[config.mk]
export PLATFORM = sky130hd
export DESIGN_NAME = roi_valid_point_mean
export DESIGN_NICKNAME = d
export VERILOG_FILES = /design/src/hdl/rvpm_pkg.sv /design/src/hdl/rvpm_accum.sv /design/src/hdl/rvpm_div.sv /design/src/hdl/roi_valid_point_mean.sv
export SDC_FILE = /design/constraint.sdc
export NUM_CORES = 1
export LEC_CHECK = 0
export BUFFER_PORTS_ARGS = -buffer_cell sky130_fd_sc_hd__buf_2
export CELL_PAD_IN_SITES_DETAIL_PLACEMENT = 0
export CELL_PAD_IN_SITES_GLOBAL_PLACEMENT = 2
export CORE_MARGIN = 5
export CORE_UTILIZATION = 34
export CTS_CLUSTER_DIAMETER = 50
export CTS_CLUSTER_SIZE = 25
export DETAILED_ROUTE_END_ITERATION = 8
export GPL_TIMING_DRIVEN = 0
export PLACE_DENSITY = 0.79
export SLEW_MARGIN = 20
export SYNTH_ARGS = -nofsm -noshare
export SYNTH_HDL_FRONTEND = slang
export SYNTH_SLANG_ARGS = --single-unit
[constraint.sdc]
create_clock -name clk -period 8.3 [get_ports clk]
set_input_delay 1.66 -clock clk [delete_from_list [all_inputs] [get_ports clk]]
set_output_delay 1.66 -clock clk [all_outputs]
set_load 0.02 [all_outputs]
[src/hdl/rvpm_pkg.sv]
package rvpm_pkg;

    localparam int PIX_W     = 11;
    localparam int COORD_W   = 24;
    localparam int SUM_W     = 46;
    localparam int CNT_W     = 23;
    localparam int CFG_IDX_W = 2;

    // frame saturates at 2^22 counted points
    localparam logic [CNT_W-1:0] COUNT_LIMIT = 23'd4194304;

    // |sum| <= count * 2^23, so the quotient needs only COORD_W bits
    localparam int DIV_STEPS = COORD_W;
    localparam int STEP_W    = $clog2(DIV_STEPS);

    localparam logic [PIX_W-1:0] BOX_LEFT_RST   = 11'd0;
    localparam logic [PIX_W-1:0] BOX_TOP_RST    = 11'd0;
    localparam logic [PIX_W-1:0] BOX_RIGHT_RST  = 11'd2047;
    localparam logic [PIX_W-1:0] BOX_BOTTOM_RST = 11'd2047;

    typedef enum logic [CFG_IDX_W-1:0] {
        CFG_BOX_LEFT   = 2'd0,
        CFG_BOX_TOP    = 2'd1,
        CFG_BOX_RIGHT  = 2'd2,
        CFG_BOX_BOTTOM = 2'd3
    } cfg_reg_t;

    typedef enum logic [1:0] {
        SEQ_ACC,
        SEQ_DIV,
        SEQ_LOAD
    } seq_state_t;

    typedef enum logic [1:0] {
        AXIS_X,
        AXIS_Y,
        AXIS_Z
    } axis_t;

    typedef struct packed {
        logic [PIX_W-1:0]          pixel_column;
        logic [PIX_W-1:0]          pixel_row;
        logic signed [COORD_W-1:0] coord_x;
        logic signed [COORD_W-1:0] coord_y;
        logic signed [COORD_W-1:0] coord_z;
        logic                      depth_valid;
        logic                      frame_end;
    } point_t;

    typedef struct packed {
        logic                      found;
        logic [CNT_W-1:0]          point_count;
        logic signed [COORD_W-1:0] mean_x;
        logic signed [COORD_W-1:0] mean_y;
        logic signed [COORD_W-1:0] mean_z;
    } result_t;

    typedef struct packed {
        logic [PIX_W-1:0] left;
        logic [PIX_W-1:0] top;
        logic [PIX_W-1:0] right;
        logic [PIX_W-1:0] bottom;
    } box_t;

    typedef struct packed {
        logic signed [SUM_W-1:0] sum_x;
        logic signed [SUM_W-1:0] sum_y;
        logic signed [SUM_W-1:0] sum_z;
        logic [CNT_W-1:0]        count;
    } acc_t;

    typedef struct packed {
        logic take;
        logic clear;
    } acc_ctrl_t;

endpackage

[src/hdl/rvpm_accum.sv]
module rvpm_accum #(
    parameter int MAX_COLUMNS = 2048,
    parameter int MAX_ROWS    = 2048
) (
    input  logic                clk,
    input  logic                rst_n,
    input  rvpm_pkg::acc_ctrl_t ctrl,
    input  rvpm_pkg::point_t    point,
    input  rvpm_pkg::box_t      box,
    output rvpm_pkg::acc_t      acc
);

    localparam int EXT_W = rvpm_pkg::SUM_W - rvpm_pkg::COORD_W;

    rvpm_pkg::acc_t acc_reg;
    rvpm_pkg::acc_t acc_next;
    logic           hit;

    always_comb
    begin
        hit = point.depth_valid
            && (32'(point.pixel_column) < 32'(MAX_COLUMNS))
            && (32'(point.pixel_row) < 32'(MAX_ROWS))
            && (point.pixel_column >= box.left) && (point.pixel_column <= box.right)
            && (point.pixel_row >= box.top) && (point.pixel_row <= box.bottom)
            && (acc_reg.count < rvpm_pkg::COUNT_LIMIT);

        acc_next = acc_reg;
        if (ctrl.clear)
        begin
            acc_next = '0;
        end
        else if (ctrl.take && hit)
        begin
            acc_next.sum_x = acc_reg.sum_x
                + {{EXT_W{point.coord_x[rvpm_pkg::COORD_W-1]}}, point.coord_x};
            acc_next.sum_y = acc_reg.sum_y
                + {{EXT_W{point.coord_y[rvpm_pkg::COORD_W-1]}}, point.coord_y};
            acc_next.sum_z = acc_reg.sum_z
                + {{EXT_W{point.coord_z[rvpm_pkg::COORD_W-1]}}, point.coord_z};
            acc_next.count = acc_reg.count + 1'b1;
        end
    end

    always_ff @(posedge clk or negedge rst_n)
    begin
        if (!rst_n)
        begin
            acc_reg <= '0;
        end
        else
        begin
            acc_reg <= acc_next;
        end
    end

    assign acc = acc_reg;

`ifndef NO_ASSERTIONS
    a_count_saturates : assert property (@(posedge clk) disable iff (!rst_n)
        acc_reg.count <= rvpm_pkg::COUNT_LIMIT)
        else $error("point count above frame limit");

    a_clear_empties : assert property (@(posedge clk) disable iff (!rst_n)
        ctrl.clear |=> (acc_reg.count == '0) && (acc_reg.sum_x == '0))
        else $error("accumulators not cleared");
`endif

endmodule

[src/hdl/rvpm_div.sv]
module rvpm_div (
    input  logic                                    clk,
    input  logic                                    rst_n,
    input  logic                                    start,
    input  logic signed [rvpm_pkg::SUM_W-1:0]       dividend,
    input  logic [rvpm_pkg::CNT_W-1:0]              divisor,
    output logic                                    done,
    output logic signed [rvpm_pkg::COORD_W-1:0]     quotient
);

    localparam int SW = rvpm_pkg::SUM_W;
    localparam int CW = rvpm_pkg::CNT_W;
    localparam int QW = rvpm_pkg::COORD_W;

    logic                                run_reg;
    logic                                run_next;
    logic                                done_reg;
    logic                                done_next;
    logic [rvpm_pkg::STEP_W-1:0]         step_reg;
    logic [rvpm_pkg::STEP_W-1:0]         step_next;
    logic                                neg_reg;
    logic                                neg_next;
    logic [CW-1:0]                       rem_reg;
    logic [CW-1:0]                       rem_next;
    logic [QW-1:0]                       quo_reg;
    logic [QW-1:0]                       quo_next;
    logic [SW-1:0]                       mag;
    logic [CW:0]                         trial;
    logic                                ge;

    always_comb
    begin
        mag   = dividend[SW-1] ? SW'(-dividend) : SW'(dividend);
        trial = {rem_reg, quo_reg[QW-1]};
        ge    = trial >= {1'b0, divisor};

        run_next  = run_reg;
        done_next = 1'b0;
        step_next = step_reg;
        neg_next  = neg_reg;
        rem_next  = rem_reg;
        quo_next  = quo_reg;

        if (start)
        begin
            // high part is below the divisor, so only the low QW bits make quotient
            run_next  = 1'b1;
            step_next = '0;
            neg_next  = dividend[SW-1];
            rem_next  = CW'(mag[SW-1:QW]);
            quo_next  = mag[QW-1:0];
        end
        else if (run_reg)
        begin
            rem_next  = ge ? CW'(trial - {1'b0, divisor}) : CW'(trial);
            quo_next  = {quo_reg[QW-2:0], ge};
            step_next = step_reg + 1'b1;
            if (step_reg == rvpm_pkg::STEP_W'(rvpm_pkg::DIV_STEPS - 1))
            begin
                run_next  = 1'b0;
                done_next = 1'b1;
            end
        end
    end

    always_ff @(posedge clk or negedge rst_n)
    begin
        if (!rst_n)
        begin
            run_reg  <= 1'b0;
            done_reg <= 1'b0;
            step_reg <= '0;
        end
        else
        begin
            run_reg  <= run_next;
            done_reg <= done_next;
            step_reg <= step_next;
        end
    end

    always_ff @(posedge clk)
    begin
        neg_reg <= neg_next;
        rem_reg <= rem_next;
        quo_reg <= quo_next;
    end

    // truncation toward zero: divide magnitudes, then restore the sign
    assign quotient = neg_reg ? QW'(-quo_reg) : quo_reg;
    assign done     = done_reg;

`ifndef NO_ASSERTIONS
    a_no_restart : assert property (@(posedge clk) disable iff (!rst_n)
        start |-> !run_reg)
        else $error("divider restarted while running");

    a_done_after_run : assert property (@(posedge clk) disable iff (!rst_n)
        done_reg |-> !run_reg && $past(run_reg))
        else $error("divider done without a run");
`endif

endmodule

[src/hdl/roi_valid_point_mean.sv]
// Non-final point: accepted every cycle, one add per coordinate, no result.
// Frame-end point: the result appears after three runs of the shared divider
// plus load; point input stalls until then, longer if the result register is
// still held by a stalled consumer.
// Reset (rst_n, async, active low) clears sums, count, sequencer, result valid,
// and sets the box to the whole 2048 x 2048 cloud.
module roi_valid_point_mean #(
    parameter int MAX_COLUMNS = 2048,
    parameter int MAX_ROWS    = 2048
) (
    input  logic                               clk,
    input  logic                               rst_n,
    // point items
    input  logic                               pt_valid,
    output logic                               pt_stall,
    input  rvpm_pkg::point_t                   pt_data,
    // result items
    output logic                               res_valid,
    input  logic                               res_stall,
    output rvpm_pkg::result_t                  res_data,
    // box register writes
    input  logic                               cfg_valid,
    output logic                               cfg_ready,
    input  logic [rvpm_pkg::CFG_IDX_W-1:0]     cfg_index,
    input  logic [rvpm_pkg::PIX_W-1:0]         cfg_data
);

    localparam int QW = rvpm_pkg::COORD_W;

    rvpm_pkg::seq_state_t               seq_reg;
    rvpm_pkg::seq_state_t               seq_next;
    rvpm_pkg::axis_t                    axis_reg;
    rvpm_pkg::axis_t                    axis_next;
    logic                               start_reg;
    logic                               start_next;
    rvpm_pkg::result_t                  pend_reg;
    rvpm_pkg::result_t                  pend_next;
    logic                               res_valid_reg;
    logic                               res_valid_next;
    rvpm_pkg::result_t                  res_data_reg;
    rvpm_pkg::result_t                  res_data_next;
    rvpm_pkg::box_t                     box_reg;

    rvpm_pkg::acc_ctrl_t                acc_ctrl;
    rvpm_pkg::acc_t                     acc;
    logic                               pt_take;
    logic signed [rvpm_pkg::SUM_W-1:0]  dividend;
    logic                               div_done;
    logic signed [QW-1:0]               div_q;
    logic signed [QW-1:0]               mean;

    // ---------------------------------------------------------------
    // Box registers: writes are always taken
    // ---------------------------------------------------------------
    assign cfg_ready = 1'b1;

    always_ff @(posedge clk or negedge rst_n)
    begin
        if (!rst_n)
        begin
            box_reg.left   <= rvpm_pkg::BOX_LEFT_RST;
            box_reg.top    <= rvpm_pkg::BOX_TOP_RST;
            box_reg.right  <= rvpm_pkg::BOX_RIGHT_RST;
            box_reg.bottom <= rvpm_pkg::BOX_BOTTOM_RST;
        end
        else if (cfg_valid && cfg_ready)
        begin
            unique case (rvpm_pkg::cfg_reg_t'(cfg_index))
                rvpm_pkg::CFG_BOX_LEFT:   box_reg.left   <= cfg_data;
                rvpm_pkg::CFG_BOX_TOP:    box_reg.top    <= cfg_data;
                rvpm_pkg::CFG_BOX_RIGHT:  box_reg.right  <= cfg_data;
                rvpm_pkg::CFG_BOX_BOTTOM: box_reg.bottom <= cfg_data;
            endcase
        end
    end

    // ---------------------------------------------------------------
    // Accumulator: adds a point the cycle it is accepted. It holds its
    // sums through the divide and is cleared once the last mean is in.
    // ---------------------------------------------------------------
    assign pt_stall = (seq_reg != rvpm_pkg::SEQ_ACC);
    assign pt_take  = pt_valid && !pt_stall;

    rvpm_accum #(
        .MAX_COLUMNS (MAX_COLUMNS),
        .MAX_ROWS    (MAX_ROWS)
    ) u_accum (
        .clk   (clk),
        .rst_n (rst_n),
        .ctrl  (acc_ctrl),
        .point (pt_data),
        .box   (box_reg),
        .acc   (acc)
    );

    // ---------------------------------------------------------------
    // One serial divider, run once per axis (x, y, z)
    // ---------------------------------------------------------------
    always_comb
    begin
        unique case (axis_reg)
            rvpm_pkg::AXIS_X: dividend = acc.sum_x;
            rvpm_pkg::AXIS_Y: dividend = acc.sum_y;
            rvpm_pkg::AXIS_Z: dividend = acc.sum_z;
            default:          dividend = acc.sum_x;
        endcase
    end

    rvpm_div u_div (
        .clk      (clk),
        .rst_n    (rst_n),
        .start    (start_reg),
        .dividend (dividend),
        .divisor  (acc.count),
        .done     (div_done),
        .quotient (div_q)
    );

    // empty frame: means are zero, whatever the divider returns
    assign mean = (acc.count == '0) ? '0 : div_q;

    // ---------------------------------------------------------------
    // Sequencer
    // ACC : take points; frame end starts the x divide
    // DIV : step through the axes, collecting means into pend_reg
    // LOAD: move pend_reg into the output register once it is free
    // ---------------------------------------------------------------
    always_ff @(posedge clk or negedge rst_n)
    begin
        if (!rst_n)
        begin
            seq_reg       <= rvpm_pkg::SEQ_ACC;
            axis_reg      <= rvpm_pkg::AXIS_X;
            start_reg     <= 1'b0;
            res_valid_reg <= 1'b0;
        end
        else
        begin
            seq_reg       <= seq_next;
            axis_reg      <= axis_next;
            start_reg     <= start_next;
            res_valid_reg <= res_valid_next;
        end
    end

    always_ff @(posedge clk)
    begin
        pend_reg     <= pend_next;
        res_data_reg <= res_data_next;
    end

    always_comb
    begin
        seq_next       = seq_reg;
        axis_next      = axis_reg;
        start_next     = 1'b0;
        pend_next      = pend_reg;
        res_valid_next = res_valid_reg && res_stall;
        res_data_next  = res_data_reg;
        acc_ctrl.take  = pt_take;
        acc_ctrl.clear = 1'b0;

        unique case (seq_reg)
            rvpm_pkg::SEQ_ACC:
            begin
                if (pt_take && pt_data.frame_end)
                begin
                    seq_next   = rvpm_pkg::SEQ_DIV;
                    axis_next  = rvpm_pkg::AXIS_X;
                    start_next = 1'b1;
                end
            end
            rvpm_pkg::SEQ_DIV:
            begin
                if (div_done)
                begin
                    unique case (axis_reg)
                        rvpm_pkg::AXIS_X:
                        begin
                            pend_next.mean_x = mean;
                            axis_next        = rvpm_pkg::AXIS_Y;
                            start_next       = 1'b1;
                        end
                        rvpm_pkg::AXIS_Y:
                        begin
                            pend_next.mean_y = mean;
                            axis_next        = rvpm_pkg::AXIS_Z;
                            start_next       = 1'b1;
                        end
                        default:
                        begin
                            pend_next.mean_z      = mean;
                            pend_next.found       = (acc.count != '0);
                            pend_next.point_count = acc.count;
                            acc_ctrl.clear        = 1'b1;
                            seq_next              = rvpm_pkg::SEQ_LOAD;
                        end
                    endcase
                end
            end
            rvpm_pkg::SEQ_LOAD:
            begin
                if (!res_valid_reg || !res_stall)
                begin
                    res_valid_next = 1'b1;
                    res_data_next  = pend_reg;
                    seq_next       = rvpm_pkg::SEQ_ACC;
                end
            end
            default:
            begin
                seq_next = rvpm_pkg::SEQ_ACC;
            end
        endcase
    end

    assign res_valid = res_valid_reg;
    assign res_data  = res_data_reg;

`ifndef NO_ASSERTIONS
    a_result_from_load : assert property (@(posedge clk) disable iff (!rst_n)
        $rose(res_valid_reg) |-> $past(seq_reg) == rvpm_pkg::SEQ_LOAD)
        else $error("result raised outside load");

    a_found_matches_count : assert property (@(posedge clk) disable iff (!rst_n)
        res_valid_reg |-> (res_data_reg.found == (res_data_reg.point_count != '0)))
        else $error("found flag disagrees with count");
`endif

endmodule
==> reports/summary.txt <==
STATUS
------------------------------------------------------------------------------------
Run status ............................................................ finished, final reports clean

FINAL LAYOUT
------------------------------------------------------------------------------------
Share of final-layout standard cells stronger than drive strength 1 ...        15.4%
Flip-flop count of the largest register, all copies and words added ...          161
Final Cell Area .......................................................    32900 um2
Number of filler cells placed in the layout ...........................         7956
Number of nets in the finished design .................................         3406
Synthesis-to-layout area growth .......................................        17.0%
Layout Utilization ....................................................        40.1%

SYNTH
------------------------------------------------------------------------------------
Yosys top cell area share .............................................        25.5%
YS warnings ...........................................................            0
Cell types with the highest counts after synthesis .................... 248 x sky130_fd_sc_hd__o21ai_0, 239 x sky130_fd_sc_hd__edfxtp_1, 210 x sky130_fd_sc_hd__ha_1
Cell with the most instances after synthesis .......................... sky130_fd_sc_hd__o21ai_0
Proportion of synthesized flip-flops having asynchronous set or reset .        47.6%
Top post-synthesis cells by area ...................................... sky130_fd_sc_hd__edfxtp_1 25%, sky130_fd_sc_hd__dfrtp_1 17%, sky130_fd_sc_hd__ha_1 9.3%, sky130_fd_sc_hd__o21ai_0 4.4%, sky130_fd_sc_hd__xnor2_1 3.7%
Post-synthesis instance area ..........................................    28200 um2
Sequential area share after synthesis .................................        45.0%
Count of flip-flops with a built-in enable after synthesis ............          239
Yosys cell types ......................................................          103
Largest area contributor in the netlist ............................... sky130_fd_sc_hd__edfxtp_1
Nets in the synthesized netlist .......................................         3129
Total of flip-flops plus latches after synthesis ......................          458
Cells after Synth .....................................................         2801
Post-synthesis area per instance ......................................     10.1 um2
Top FF cell, synth .................................................... sky130_fd_sc_hd__edfxtp_1

CLOCKING
------------------------------------------------------------------------------------
Cts bufs inserted .....................................................           57
Clock latency of the later-clocked register in the worst-skew pair ....       630 ps
Library cell used as clock root buffer ................................ sky130_fd_sc_hd__clkbuf_16
Post-cts repair resize count ..........................................            0
Number of clock sinks .................................................          458
Clock slew at reported path FFs .......................................        80 ps
Postcts setup bufs ....................................................            0
Cts hold-fix bufs .....................................................            0
TritonCTS clock tree ..................................................          yes
CTS H-Tree Depth ......................................................            2
Maximum root-to-sink buffer count .....................................            3

SETUP PATH
------------------------------------------------------------------------------------
Critical-path top delay cell .......................................... sky130_fd_sc_hd__a221oi_1
Origin of the critical flop-to-flop path ..............................  box_reg[12]
R2r endpoint .......................................................... u_accum.acc[101]
Cell type with the highest occurrence count on the critical path ...... sky130_fd_sc_hd__buf_2
Critical Path Source Type .............................................   input port
Slack of the worst reg-to-reg path ....................................      3870 ps
Register-to-Register Path Depth .......................................           13
Crit path capture type ................................................     register
List of cells traversed by the critical path .......................... buf_2 > inv_1 > ha_1 > nand2b_1 > a21o_1 > a21o_1 > a21oi_1 > o21ai_0 > a221oi_1 > or4_1 > buf_2 > buf_6 > buf_6 > buf_2 > buf_2 > nand3_1 > nand2_1
Category of the critical setup timing path ............................ input port to register
Crit path buf inv count ...............................................            7
Critical path data arrival time .......................................      5620 ps
Top fanout value on the critical path .................................           11
Kind of cell with the highest combined delay on the critical path ..... buffers and inverters
WP data required ......................................................      8870 ps
Highest cell delay on the worst timing path ...........................       610 ps

FLOORPLAN
------------------------------------------------------------------------------------
Floorplan Core Area ...................................................    82100 um2
Die width .............................................................       298 um
Starting density of the core ..........................................        34.3%
Io pins ...............................................................          213
Vert. Die Dim .........................................................       298 um
Number of core rows ...................................................          105
Total Die Area ........................................................    88700 um2

PLACED DESIGN
------------------------------------------------------------------------------------
Worst slack at placement ..............................................      2520 ps
Gp weighted congestion ................................................        0.909
Placed Area ...........................................................    30800 um2
Post-DP HPWL ..........................................................      64.9 mm
I/O Buffers ...........................................................          211

GLOBAL ROUTE
------------------------------------------------------------------------------------
Total routing usage reported by global routing ........................        18.0%
Total gr overflow .....................................................            0
Via count of the first global-routing pass ............................        22600
Number of antenna violations at the first check in global routing .....            2
First-pass GRT wire length ............................................       129 mm
Pin count of the biggest net entering global routing ..................           91

TIMING
------------------------------------------------------------------------------------
Final critical delay including setup and external delays ..............      5050 ps
Slew @ Worst Pin ......................................................      1060 ps
Final slew viol count .................................................            0
Setup Viol. Count Final ...............................................            0
Unrepaired setup endpoints after global routing .......................           no
Min setup slack post-route ............................................      3250 ps
Worst clock skew ......................................................      40.4 ps
Hold violation count in the final report ..............................            0
Setup TNS .............................................................         0 ps
Period utilization ....................................................        60.9%
Worst slew margin relative to its limit ...............................        28.5%
Maximum operating frequency ...........................................      198 MHz

WORST HOLD PATH
------------------------------------------------------------------------------------
Hold Startpoint ....................................................... pend_reg[67]
Tightest Hold Check Type .............................................. register to register
Worst hold path cell count ............................................            0
Worst Hold End ........................................................ res_data[67]

DETAILED ROUTING
------------------------------------------------------------------------------------
Overall via count from detail_route ...................................        22200
Pre-Repair DR Iteration Count .........................................            5
Residual antenna-violating net count after detailed routing ...........            0
Total wirelength of the detailed-routed design ........................      82.1 mm
1st-iter DRT viols ....................................................         1294
Count of unresolved DRC violations after routing ......................            0
Detail-routed via count per cell ......................................         5.27
Wire length per cell after detailed routing ...........................      19.6 um

POWER AND IR DROP
------------------------------------------------------------------------------------
Leakage power summed over all cells ...................................      14.4 nW
Worst IR Drop VDD .....................................................   0.000193 V
P per Cell Area .......................................................   271 nW/um2

RUN
------------------------------------------------------------------------------------
Maxcap violations .....................................................            0

-- worst max-delay path by stage --
| stage | start | end | slack, ps | depth (start not counted) |
|---|---|---|---|---|
| 6_report | pt_data[85] | u_accum.acc[1] | 3250 | 17 |
| 5_1_grt | pt_data[85] | u_accum.acc[81] | 3020 | 17 |
| 4_1_cts | pt_data[86] | u_accum.acc[101] | 3160 | 13 |
| 3_5_place_dp | pt_data[78] | u_accum.acc[101] | 2520 | 13 |
| 3_3_place_gp | res_stall | res_data[89] | -6 | 2 |
| 2_1_floorplan | res_stall | res_data[0] | 1520 | 1 |
-- per-stage QoR --
step / hold WS [ps] / cells / power [mW]
CTS: 415 / 4197 / 8.98
global placement: 401 / 4082 / 6.14
finish: 416 / 4201 / 8.92
detailed placement: 405 / 4089 / 6.18
floorplan: 400 / 2801 / 5.28
global route: 419 / 4199 / 9.47
-- layout make-up --
type                       count  area [um2]  area share [%]
antenna                        4        10.0          0.0304
clock buffer                  62        1460            4.42
clock inverter                46         711            2.16
sequential                   458       12700            38.5
buffer                       128         631            1.91
multi-input combinational   2101       14400            43.8
tap                         1070        1340            4.06
timing repair buffer         218        1250            3.80
inverter                     114         428            1.30
-- kinds of logic (layout without fill, tap and decap cells) --
logic type / count (synthesis) / in the layout / share of synthesized area, %
AO/OA/AOI/OAI: 832 / 832 / 18.7
XOR/XNOR: 231 / 231 / 7.19
adder cells (fa/ha/maj): 214 / 214 / 9.62
buffers and inverters: 242 / 568 / 3.76
flip-flops: 458 / 458 / 45.0
multiplexers: 54 / 54 / 2.16
other: 1 / 5 / 0.0133
AND/OR/NAND/NOR: 769 / 769 / 13.5
-- power breakdown --
part,internal (mW),total [mW],switching [mW]
Sequential,2.80,3.00,0.200
Clock,1.56,2.76,1.19
Combinational,1.18,3.17,1.99
-- placed cells by master (no fill, tap or decap), types with 35 or more instances in the layout --
| cell | Yosys | layout |
|---|---|---|
| sky130_fd_sc_hd__nand2_1 | 188 | 188 |
| sky130_fd_sc_hd__a21oi_1 | 203 | 202 |
| sky130_fd_sc_hd__clkbuf_16 | 0 | 57 |
| sky130_fd_sc_hd__xor2_1 | 112 | 112 |
| sky130_fd_sc_hd__nand3_1 | 183 | 183 |
| sky130_fd_sc_hd__buf_2 | 25 | 236 |
| sky130_fd_sc_hd__ha_1 | 210 | 210 |
| sky130_fd_sc_hd__nor2_1 | 174 | 174 |
| sky130_fd_sc_hd__a21o_1 | 119 | 119 |
| sky130_fd_sc_hd__nand4_1 | 37 | 37 |
| sky130_fd_sc_hd__clkbuf_1 | 73 | 77 |
| sky130_fd_sc_hd__edfxtp_1 | 239 | 239 |
| sky130_fd_sc_hd__inv_1 | 113 | 113 |
| sky130_fd_sc_hd__mux2_2 | 35 | 35 |
| sky130_fd_sc_hd__dfrtp_1 | 196 | 196 |
| sky130_fd_sc_hd__o21ai_0 | 248 | 248 |
| sky130_fd_sc_hd__xnor2_1 | 119 | 119 |
-- per-layer routing --
| layer | GRT usage [%] | wire length [um] | up-vias |
|---|---|---|---|
| li1 | - | - | 10900 |
| met1 | 24.6 | 38000 | 10700 |
| met2 | 30.1 | 38400 | 490 |
| met3 | 2.64 | 3630 | 114 |
| met4 | 4.90 | 2090 | 0 |
| met5 | 0 | 0 | - |
(Power assumes the default switching activity.)
